--- src/hdl/stt_pkg.sv ---
// Shared types and constants for the software timer table.
// No dependencies.
`timescale 1ns / 1ps
package stt_pkg;
  localparam int NumTimers = 16;
  localparam int SlotW = 4;
  localparam int MaxFires = 64;
  localparam int FireCntW = 7;

  typedef enum logic [2:0] {
    MODE_TICK = 3'd0, MODE_ARM_ONE = 3'd1, MODE_ARM_PER = 3'd2, MODE_CHANGE = 3'd3,
    MODE_PAUSE = 3'd4, MODE_RESUME = 3'd5, MODE_CANCEL = 3'd6, MODE_NONE = 3'd7
  } mode_t;

  typedef enum logic [1:0] {
    KIND_FIRED = 2'd0, KIND_ARMED = 2'd1, KIND_FULL = 2'd2, KIND_DONE = 2'd3
  } kind_t;

  typedef enum logic [2:0] {
    ST_IDLE, ST_TIME, ST_SCAN, ST_FIRE, ST_OP, ST_OUT, ST_LAST
  } state_t;

  // controller -> datapath
  typedef struct packed {
    logic load;      // capture input beat
    logic adv_time;  // advance clock on tick
    logic scan_clr;  // restart scan from slot 0
    logic scan_step; // examine current slot
    logic fire;      // fire found slot, hold it, send the previous held one
    logic emit_last; // send the held fire beat as last
    logic do_op;     // execute non-tick request, queue reply
    logic out_pop;   // result taken
  } stt_cmd_t;

  // datapath -> controller
  typedef struct packed {
    logic is_tick;
    logic is_none;
    logic hit;       // current scan slot due
    logic scan_end;  // current scan slot is last
    logic fires_max; // fire budget spent
    logic held;      // a fire beat waits in the hold register
    logic out_full;
  } stt_sts_t;
endpackage

--- src/hdl/stt_ctrl.sv ---
// Controller state machine for the timer table.
// Depends on stt_pkg.
`timescale 1ns / 1ps
module stt_ctrl (
  input  logic             clk,
  input  logic             rst_n,
  input  logic             in_valid,
  output logic             in_ready,
  input  logic             out_ready,
  input  stt_pkg::stt_sts_t sts,
  output stt_pkg::stt_cmd_t cmd
);
  stt_pkg::state_t state_r, state_nxt;

  always_ff @(posedge clk) begin
    if (!rst_n) state_r <= stt_pkg::ST_IDLE;
    else state_r <= state_nxt;
  end

  always_comb begin
    state_nxt = state_r;
    case (state_r)
      stt_pkg::ST_IDLE: if (in_valid) state_nxt = stt_pkg::ST_TIME;
      stt_pkg::ST_TIME: begin
        if (sts.is_none) state_nxt = stt_pkg::ST_IDLE;
        else if (sts.is_tick) state_nxt = stt_pkg::ST_SCAN;
        else state_nxt = stt_pkg::ST_OP;
      end
      stt_pkg::ST_SCAN: begin
        if (sts.fires_max) state_nxt = stt_pkg::ST_LAST;
        else if (sts.hit) state_nxt = stt_pkg::ST_FIRE;
        else if (sts.scan_end) state_nxt = sts.held ? stt_pkg::ST_LAST : stt_pkg::ST_IDLE;
      end
      stt_pkg::ST_FIRE: if (!sts.out_full) state_nxt = stt_pkg::ST_OUT;
      stt_pkg::ST_OUT: state_nxt = stt_pkg::ST_SCAN;
      stt_pkg::ST_LAST: if (!sts.out_full) state_nxt = stt_pkg::ST_IDLE;
      stt_pkg::ST_OP: if (!sts.out_full) state_nxt = stt_pkg::ST_IDLE;
      default: state_nxt = stt_pkg::ST_IDLE;
    endcase
  end

  always_comb begin
    cmd = '0;
    in_ready = 1'b0;
    cmd.out_pop = out_ready;
    case (state_r)
      stt_pkg::ST_IDLE: begin
        in_ready = 1'b1;
        cmd.load = in_valid;
      end
      stt_pkg::ST_TIME: begin
        cmd.adv_time = sts.is_tick;
        cmd.scan_clr = 1'b1;
      end
      stt_pkg::ST_SCAN: cmd.scan_step = !sts.fires_max && !sts.hit;
      stt_pkg::ST_FIRE: cmd.fire = !sts.out_full;
      stt_pkg::ST_OUT: cmd.scan_clr = 1'b1;
      stt_pkg::ST_LAST: cmd.emit_last = !sts.out_full;
      stt_pkg::ST_OP: cmd.do_op = !sts.out_full;
      default: ;
    endcase
  end
endmodule

--- src/hdl/stt_dpath.sv ---
// Datapath: slot table, clock, scan pointer and result register.
// Depends on stt_pkg.
`timescale 1ns / 1ps
module stt_dpath (
  input  logic                    clk,
  input  logic                    rst_n,
  input  logic [2:0]              in_mode,
  input  logic [15:0]             in_line_count,
  input  logic [3:0]              in_slot,
  input  logic [31:0]             in_time_value,
  input  logic                    in_restart,
  input  logic                    cfg_valid,
  input  logic [7:0]              cfg_us_per_line,
  input  stt_pkg::stt_cmd_t       cmd,
  output stt_pkg::stt_sts_t       sts,
  output logic                    out_valid,
  output logic [1:0]              out_kind,
  output logic [3:0]              out_slot_out,
  output logic [31:0]             out_fire_time,
  output logic                    out_last
);
  logic [stt_pkg::NumTimers-1:0] used_r, periodic_r, paused_r;
  logic [31:0] deadline_r [stt_pkg::NumTimers];
  logic [31:0] period_r [stt_pkg::NumTimers];
  logic [31:0] remain_r [stt_pkg::NumTimers];
  logic [31:0] now_r;
  logic [15:0] prev_r;
  logic [7:0]  upl_r;
  logic [2:0]  mode_r;
  logic [15:0] line_r;
  logic [stt_pkg::SlotW-1:0] slot_r, ptr_r;
  logic [31:0] tv_r;
  logic        restart_r;
  logic [stt_pkg::FireCntW-1:0] fires_r;
  logic [31:0] dl_diff;
  logic [15:0] ldiff;
  logic [stt_pkg::SlotW-1:0] free_idx;
  logic        free_any;
  logic        held_r; // a fire beat still owes its last flag
  logic [stt_pkg::SlotW-1:0] hold_slot_r;

  assign ldiff = line_r - prev_r;
  assign dl_diff = deadline_r[ptr_r] - now_r;

  always_comb begin
    free_any = 1'b0;
    free_idx = '0;
    for (int i = stt_pkg::NumTimers - 1; i >= 0; i--) begin
      if (!used_r[i]) begin
        free_any = 1'b1;
        free_idx = stt_pkg::SlotW'(i);
      end
    end
  end

  assign sts.is_tick = mode_r == stt_pkg::MODE_TICK;
  assign sts.is_none = mode_r == stt_pkg::MODE_NONE;
  assign sts.hit = used_r[ptr_r] && !paused_r[ptr_r] && (dl_diff == '0 || dl_diff[31]);
  assign sts.scan_end = ptr_r == stt_pkg::SlotW'(stt_pkg::NumTimers - 1);
  assign sts.fires_max = fires_r == stt_pkg::FireCntW'(stt_pkg::MaxFires);
  assign sts.held = held_r;
  assign sts.out_full = out_valid;

  always_ff @(posedge clk) begin
    if (!rst_n) begin
      used_r <= '0;
      now_r <= '0;
      prev_r <= '0;
      upl_r <= 8'd64;
      out_valid <= 1'b0;
      held_r <= 1'b0;
      mode_r <= stt_pkg::MODE_NONE;
    end else begin
      if (cfg_valid) upl_r <= cfg_us_per_line;
      if (out_valid && cmd.out_pop) out_valid <= 1'b0;
      if (cmd.load) begin
        mode_r <= in_mode; line_r <= in_line_count; slot_r <= in_slot;
        tv_r <= in_time_value; restart_r <= in_restart;
        fires_r <= '0;
      end
      if (cmd.adv_time) begin
        now_r <= now_r + 32'(ldiff) * 32'(upl_r);
        prev_r <= line_r;
      end
      if (cmd.scan_clr) ptr_r <= '0;
      else if (cmd.scan_step) ptr_r <= ptr_r + 1'b1;
      // another firing follows the held one, so the held one is not last
      if (cmd.fire) begin
        if (held_r) begin
          out_valid <= 1'b1; out_last <= 1'b0;
          out_kind <= stt_pkg::KIND_FIRED; out_slot_out <= hold_slot_r; out_fire_time <= now_r;
        end
        held_r <= 1'b1;
        hold_slot_r <= ptr_r;
        if (periodic_r[ptr_r]) deadline_r[ptr_r] <= deadline_r[ptr_r] + period_r[ptr_r];
        else used_r[ptr_r] <= 1'b0;
        fires_r <= fires_r + 1'b1;
      end
      if (cmd.emit_last) begin
        held_r <= 1'b0;
        out_valid <= 1'b1; out_last <= 1'b1;
        out_kind <= stt_pkg::KIND_FIRED; out_slot_out <= hold_slot_r; out_fire_time <= now_r;
      end
      if (cmd.do_op) begin
        out_valid <= 1'b1; out_last <= 1'b1;
        out_kind <= stt_pkg::KIND_DONE; out_slot_out <= '0; out_fire_time <= '0;
        case (mode_r)
          stt_pkg::MODE_ARM_ONE, stt_pkg::MODE_ARM_PER: begin
            if (free_any) begin
              used_r[free_idx] <= 1'b1;
              periodic_r[free_idx] <= mode_r == stt_pkg::MODE_ARM_PER;
              paused_r[free_idx] <= 1'b0;
              remain_r[free_idx] <= '0;
              period_r[free_idx] <= (mode_r == stt_pkg::MODE_ARM_PER) ? tv_r : '0;
              deadline_r[free_idx] <= (mode_r == stt_pkg::MODE_ARM_PER) ? now_r + tv_r : tv_r;
              out_kind <= stt_pkg::KIND_ARMED; out_slot_out <= free_idx;
            end else out_kind <= stt_pkg::KIND_FULL;
          end
          stt_pkg::MODE_CHANGE:
            if (used_r[slot_r] && periodic_r[slot_r] && period_r[slot_r] != tv_r) begin
              deadline_r[slot_r] <= restart_r ? now_r + tv_r
                                    : deadline_r[slot_r] + (tv_r - period_r[slot_r]);
              period_r[slot_r] <= tv_r;
            end
          stt_pkg::MODE_PAUSE:
            if (used_r[slot_r] && !paused_r[slot_r]) begin
              paused_r[slot_r] <= 1'b1;
              remain_r[slot_r] <= deadline_r[slot_r] - now_r;
            end
          stt_pkg::MODE_RESUME:
            if (used_r[slot_r] && paused_r[slot_r]) begin
              paused_r[slot_r] <= 1'b0;
              deadline_r[slot_r] <= now_r + remain_r[slot_r];
            end
          stt_pkg::MODE_CANCEL: if (used_r[slot_r]) used_r[slot_r] <= 1'b0;
          default: ;
        endcase
      end
    end
  end
endmodule

--- src/hdl/software_timer_table.sv ---
// Top level of the software timer table: controller plus datapath.
// Depends on stt_pkg, stt_ctrl, stt_dpath.
//
//  channel | ports                                           | dir
//  in      | in_valid/ready, mode, line_count, slot, time_value, restart | in
//  out     | out_valid/ready, kind, slot_out, fire_time, last | out
//  cfg     | cfg_valid/ready, cfg_us_per_line                  | in
//
// Requests pass accept, decode and a registered reply. On a tick, a scan pass
// examines the 16 slots, one slot per cycle while none is due; each firing passes
// the fire and out steps and restarts the pass from slot 0. A fire beat waits in a
// hold register until the next firing sends it with last clear, or the scan end or
// fire budget sends it with last set. Reset: synchronous, clears slot use marks,
// clock, line count, us_per_line to 64. Output stalls hold the fire and reply steps.
`timescale 1ns / 1ps
module software_timer_table (
  input  logic        clk,
  input  logic        rst_n,
  input  logic        in_valid,
  output logic        in_ready,
  input  logic [2:0]  in_mode,
  input  logic [15:0] in_line_count,
  input  logic [3:0]  in_slot,
  input  logic [31:0] in_time_value,
  input  logic        in_restart,
  output logic        out_valid,
  input  logic        out_ready,
  output logic [1:0]  out_kind,
  output logic [3:0]  out_slot_out,
  output logic [31:0] out_fire_time,
  output logic        out_last,
  input  logic        cfg_valid,
  output logic        cfg_ready,
  input  logic [7:0]  cfg_us_per_line
);
  stt_pkg::stt_cmd_t cmd;
  stt_pkg::stt_sts_t sts;

  assign cfg_ready = 1'b1;

  stt_ctrl u_ctrl (
    .clk, .rst_n, .in_valid, .in_ready, .out_ready, .sts, .cmd
  );

  stt_dpath u_dpath (
    .clk, .rst_n, .in_mode, .in_line_count, .in_slot, .in_time_value, .in_restart,
    .cfg_valid, .cfg_us_per_line, .cmd, .sts, .out_valid, .out_kind, .out_slot_out,
    .out_fire_time, .out_last
  );
endmodule
--- config.mk ---
export PLATFORM = sky130hd
export DESIGN_NAME = software_timer_table
export DESIGN_NICKNAME = d
export VERILOG_FILES = /design/src/hdl/stt_pkg.sv /design/src/hdl/stt_ctrl.sv /design/src/hdl/stt_dpath.sv /design/src/hdl/software_timer_table.sv
export SDC_FILE = /design/constraint.sdc
export NUM_CORES = 2
export LEC_CHECK = 0
export BUFFER_PORTS_ARGS = -buffer_cell sky130_fd_sc_hd__buf_2
export CAP_MARGIN = 15
export CORE_MARGIN = 2
export CORE_UTILIZATION = 45
export DETAILED_ROUTE_END_ITERATION = 10
export HOLD_SLACK_MARGIN = 0.03
export SLEW_MARGIN = 40
export SYNTH_ARGS = -nofsm -noshare
export SYNTH_HDL_FRONTEND = slang
export SYNTH_HIERARCHICAL = 1
export SYNTH_SLANG_ARGS = --single-unit
--- constraint.sdc ---
create_clock -name clk -period 7.36 [get_ports clk]
set_input_delay 0.736 -clock clk [delete_from_list [all_inputs] [get_ports clk]]
set_output_delay 0.736 -clock clk [all_outputs]
set_load 0.05 [all_outputs]
Word level (Yosys, flattened, before mapping)
Memory sizes are Yosys's and may differ from the RTL's. A register that Yosys moved wholly into a read port is not among the register bits.
Cells that the tools add are included.
{ "totals": {"wordCells": 270, "register_bits": 219, "out_inout_bits": 42, "n_memories": 3, "ram_bits": 1536} }
{ "memory_table": {"columns": ["memory", "words", "word_bits", "read_ports", "rd_ports_with_merged_regs", "wr", "line_no", "rtl"], "rows": [
  ["u_dpath.deadline_r", 16, 32, 2, 2, 1, "stt_dpath.sv:23", "logic [31:0] deadline_r [stt_pkg::NumTimers];"],
  ["u_dpath.period_r", 16, 32, 2, 2, 1, "stt_dpath.sv:24", "logic [31:0] period_r [stt_pkg::NumTimers];"],
  ["u_dpath.remain_r", 16, 32, 1, 1, 1, "stt_dpath.sv:25", "logic [31:0] remain_r [stt_pkg::NumTimers];"]
]} }
{ "op_classes": {"addsub": 11, "mux": 152, "n_eq_ne": 23, "mul": 1, "order_cmp": 6, "n_reduce_logical": 42, "bitwise": 11} }
{ "op_table": {"columns": ["op", "n"], "rows": [
  ["$mux W32", 11],
  ["$mux W16", 9],
  ["$mux W4", 34],
  ["$add A32 B32 Y32", 4],
  ["$reduce_or A32 Y1", 4],
  ["$sub A32 B32 Y32", 3],
  ["$mux W1", 68],
  ["$and A16 B16 Y16", 4],
  ["$not A16 Y16", 3],
  ["$pmux W16 S3", 1],
  ["$add A32 B24 Y32", 1],
  ["$logic_not A32 Y1", 1],
  ["$ne A32 B32 Y1", 1],
  ["$or A16 B16 Y16", 2],
  ["$pmux W16 S2", 1],
  ["$mux W3", 9],
  ["$bmux W1 S4", 6],
  ["$mul A16 B8 Y24", 1],
  ["$eq A3 B3 Y1 const B", 7],
  ["$pmux W3 S6", 1],
  ["$bwmux W16", 1],
  ["$sub A16 B16 Y16", 1],
  ["$lt A4 B5 Y1 const B", 3],
  ["$mux W7", 2],
  ["other kinds (25)", 68]
]} }

Longest topological paths before layout
{ "logic_depth": {"depth_word": 24, "depth_mapped": 31, "ltp_nobuf": 31} }

Cells and area by module
The synthesis kept the hierarchy.
{ "modules_own_cells": {"columns": ["mod", "instances", "area_per_inst_um2", "cells_each", "seq_area_each_um2"], "rows": [
  ["stt_dpath", 1, 99827.0, 7258, 51999.9],
  ["stt_ctrl", 1, 291.5, 40, 60.1],
  ["software_timer_table", 1, 11.3, 2, 0.0]
]} }

Worst setup path after synthesis
No wires, ideal clock.
{ "synth_path": {"kind": "reg2reg", "start": "register with a tool-made name", "end": "register with a tool-made name", "synth_period_minus_slack_ns": 7.004, "setup_ns": 0.121, "n_path_buf": 4, "stages_incl_launch_ff": 22, "arrival_time_ns": 6.884, "slack_ns": 0.356, "cell_sequence": "dfxtp_1 -> clkbuf_1 -> clkbuf_1 -> clkbuf_1 -> buf_1 -> mux4_2 -> mux4_2 -> ha_1 -> nor3b_1 -> a2111oi_0 -> o2111ai_1 -> nor4_1 -> nand3_1 -> nor4_1 -> o2111ai_1 -> or4_1 -> a2111o_1 -> o31ai_1 -> nor3b_1 -> o21ai_0 -> inv_1 -> mux2_2"} }

==> metrics <==
status=finished clean; fillcell total=18.6k; synthesized area per cell=13.7 um^2; GRT overflow=0; fmax=0.143 GHz; GPL Wtd Cong=0.967; endpoints failing setup=0; largest net degree at the start of global routing=92; Clk Latency, worst-skew pair=900 ps; DR iter-0 viols=9322; R2R Setup Slk=350 ps; Max-Cap Viols=0; Die X-Extent=476 um; site row count=173; drt wl/cell=32.7 um; Core Area=222000 um^2; # IOs=111; share of cells above drive strength 1=23.7%; switching power=9.67 mW; via count=69.2k; Residual DRC=0; P_leak=39.0 nW; Clk network pwr share=32.7%; Worst EP required=8100 ps; Worst Hold Class=in -> reg; Syn Inst Count=7300; Clock Root Buffer=clkbuf_16; initial antenna violation count=33; min Tclk post-route=7010 ps; hold_sp=in_time_value[23]; Buffers on Ports=109; Yosys warning count=6; worst slack at placement=54.2 ps; most frequent cells in the layout=edfxtp_1 (1675), mux4_2 (818), nand2_1 (566), inv_1 (441), nor2_1 (410); Final nets=7990; number of global-route vias before repair=66.8k; Critical Path AT=7750 ps; Area contributors post-synth=edfxtp_1 (50%), mux4_2 (18%), ha_1 (3.6%), fa_1 (2.9%), nand2_1 (2.2%); H-tree Lvls=4; Least-Margin Pin Slew=966 ps; Max clock buf depth=3; setup ws final=350 ps; ANT nets after route=0; Critical Path Slowest Stage Cell=mux4_2; CTS buffer count=188; Switching Share=31.8%; final hold vios=0; Synth Register Bits=1763; P per Cell Area=268 nW/um^2; Synthesized Nets=7799; fin crit share=95.2%; CTS tree=yes; Netlist cell types=115; sequential group share of total power=38.7%; Clock transition at path regs=60 ps; Max Slew Vio Count=0; gr usage total=30.7%; Worst Path Max Fanout=33; Syn Std Cell Area=100000 um^2; Max stage delay on crit path=610 ps; share of the synthesized area in the top cell type=50.2%; clock sink count=1763; chip height=476 um; Crit. End Element=flip-flop; Final Total Pwr=30.4 mW; top_reg_cell synth=edfxtp_1; most common cell after layout, fill and taps aside=edfxtp_1; worst-path cell chain=buf_12 > mux4_2 > mux4_2 > ha_1 > a211o_1 > a211oi_1 > a211oi_1 > o311a_1 > nor3_1 > xor2_1 > o21ai_0 > or4_1 > a2111o_1 > o31ai_1 > buf_4 > nor3b_1 > o21ai_0 > buf_4 > mux2_2; Synth area leader=edfxtp_1; internal power=20.7 mW; crit path kind=reg -> reg; Comb pwr share=28.6%; first-pass GRT wire length=493000 um; post-DP HPWL=239000 um; Post-Route WL=348000 um; TritonRoute pass-1 iters=7; Layout Skew=64.5 ps; Post-synth EDFFs=1675; via/cell ratio=6.50; Area growth, synth to finish=13.3%; asr flop ratio synth=0%; Initial Util=45.2%; Seq/Total Area, Yosys=52.0%; die area=226000 um^2; Slew headroom=35.6%; Peak VDD IR=0.266 mV; Critical Path Start Type=flip-flop
-- per-layer routing --
metal / GRT usage, % / share of wire (%)
met1: 43.9 / 40
met2: 45.3 / 44
met3: 7.07 / 11
met4: 12.6 / 4.8
met5: 0 / 0.055
-- synth_stat cells, types with 95 or more instances --
cell and count:
ha_1 287, clkbuf_1 296, a21oi_1 396, mux2i_1 138, edfxtp_1 1675, inv_1 443, and2_1 95, fa_1 143
nor2_1 457, mux4_2 818, nand2_1 583, o21ai_0 343
-- timing repair --
item                       CTS  global route
setup endpoints to repair    5            16
hold buffers                37             0
gates resized for setup      3            23
hold endpoints to repair    37             0
buffers inserted             0             1
pin swaps                    0             7
-- power groups by stage --
stage	registers (mW)	logic, mW	clock network, mW
detailed placement	12.0	8.44	0
CTS	11.8	8.50	10.1
global placement	12.0	8.27	0
floorplan	11.9	5.96	0
finish	11.8	8.69	9.96
global route	11.8	9.48	10.5
-- registers in the layout (all words and copies together) (netlist names), 4 cells and up, named ones only --
name and flops:
u_dpath/deadline_r 512, u_dpath/fires_r 7, u_dpath/hold_slot_r 4, u_dpath/line_r 16
u_dpath/now_r 32, u_dpath/out_fire_time 32, u_dpath/out_slot_out 4, u_dpath/paused_r 16
u_dpath/period_r 512, u_dpath/periodic_r 16, u_dpath/prev_r 16, u_dpath/ptr_r 4
u_dpath/remain_r 512, u_dpath/slot_r 4, u_dpath/tv_r 32, u_dpath/upl_r 8
u_dpath/used_r 16
-- final cells by class --
type | count | area (um^2) | share of cell area (%)
flip-flops and latches | 1763 | 52100 | 45.9
multi-input cells | 4608 | 45300 | 39.9
clock buffers | 211 | 4800 | 4.23
repair buffers | 485 | 4150 | 3.66
well taps | 2975 | 3720 | 3.28
clock inverters | 141 | 1700 | 1.50
inverters | 445 | 1670 | 1.47
diodes | 8 | 20.0 | 0.0176
-- path summary, 6_finish.rpt --
check	endpoint	cells after the start
worst max-delay path	flip-flop	19
worst min-delay path	u_dpath/tv_r[23]	1
worst max register to register	flip-flop	19
worst min register to register	u_dpath/prev_r[14]	2
-- stage by stage --
step	hold WS (ps)	setup TNS, ps	utilization, %	area (um^2)	cells
3_3_place_gp	498	0	47.7	106000	10200
2_1_floorplan	483	0	-	100000	7300
4_1_cts	30.3	0	51.1	113000	10600
3_5_place_dp	507	0	48.0	106000	10200
5_1_grt	40.8	-20.9	51.2	113000	10600
6_report	75.7	0	51.2	113000	10600
-- worst max-delay path, delay by kind of cell, from the launching register on --
kind                     cells  cell delay [ps]
buffers and inverters        3              780
flip-flops                   1              550
adder cells (fa/ha/maj)      1              410
AO/OA/AOI/OAI                8             2670
AND/OR/NAND/NOR              3              700
XOR/XNOR                     1              220
multiplexers                 3             1510
-- cells by family (layout without fill, tap and decap cells) --
| family | Yosys count | in the layout | share of synthesized area (%) |
|---|---|---|---|
| mux | 966 | 966 | 19.9 |
| other cells | 1 | 9 | 0.00375 |
| simple gates | 1653 | 1653 | 7.74 |
| buf+inv | 929 | 1282 | 3.73 |
| fa+ha+maj | 430 | 430 | 6.45 |
| xor+xnor | 162 | 162 | 1.44 |
| flops | 1763 | 1763 | 52.0 |
| compound gates | 1396 | 1396 | 8.76 |
Power figures use the tool's default switching activity.
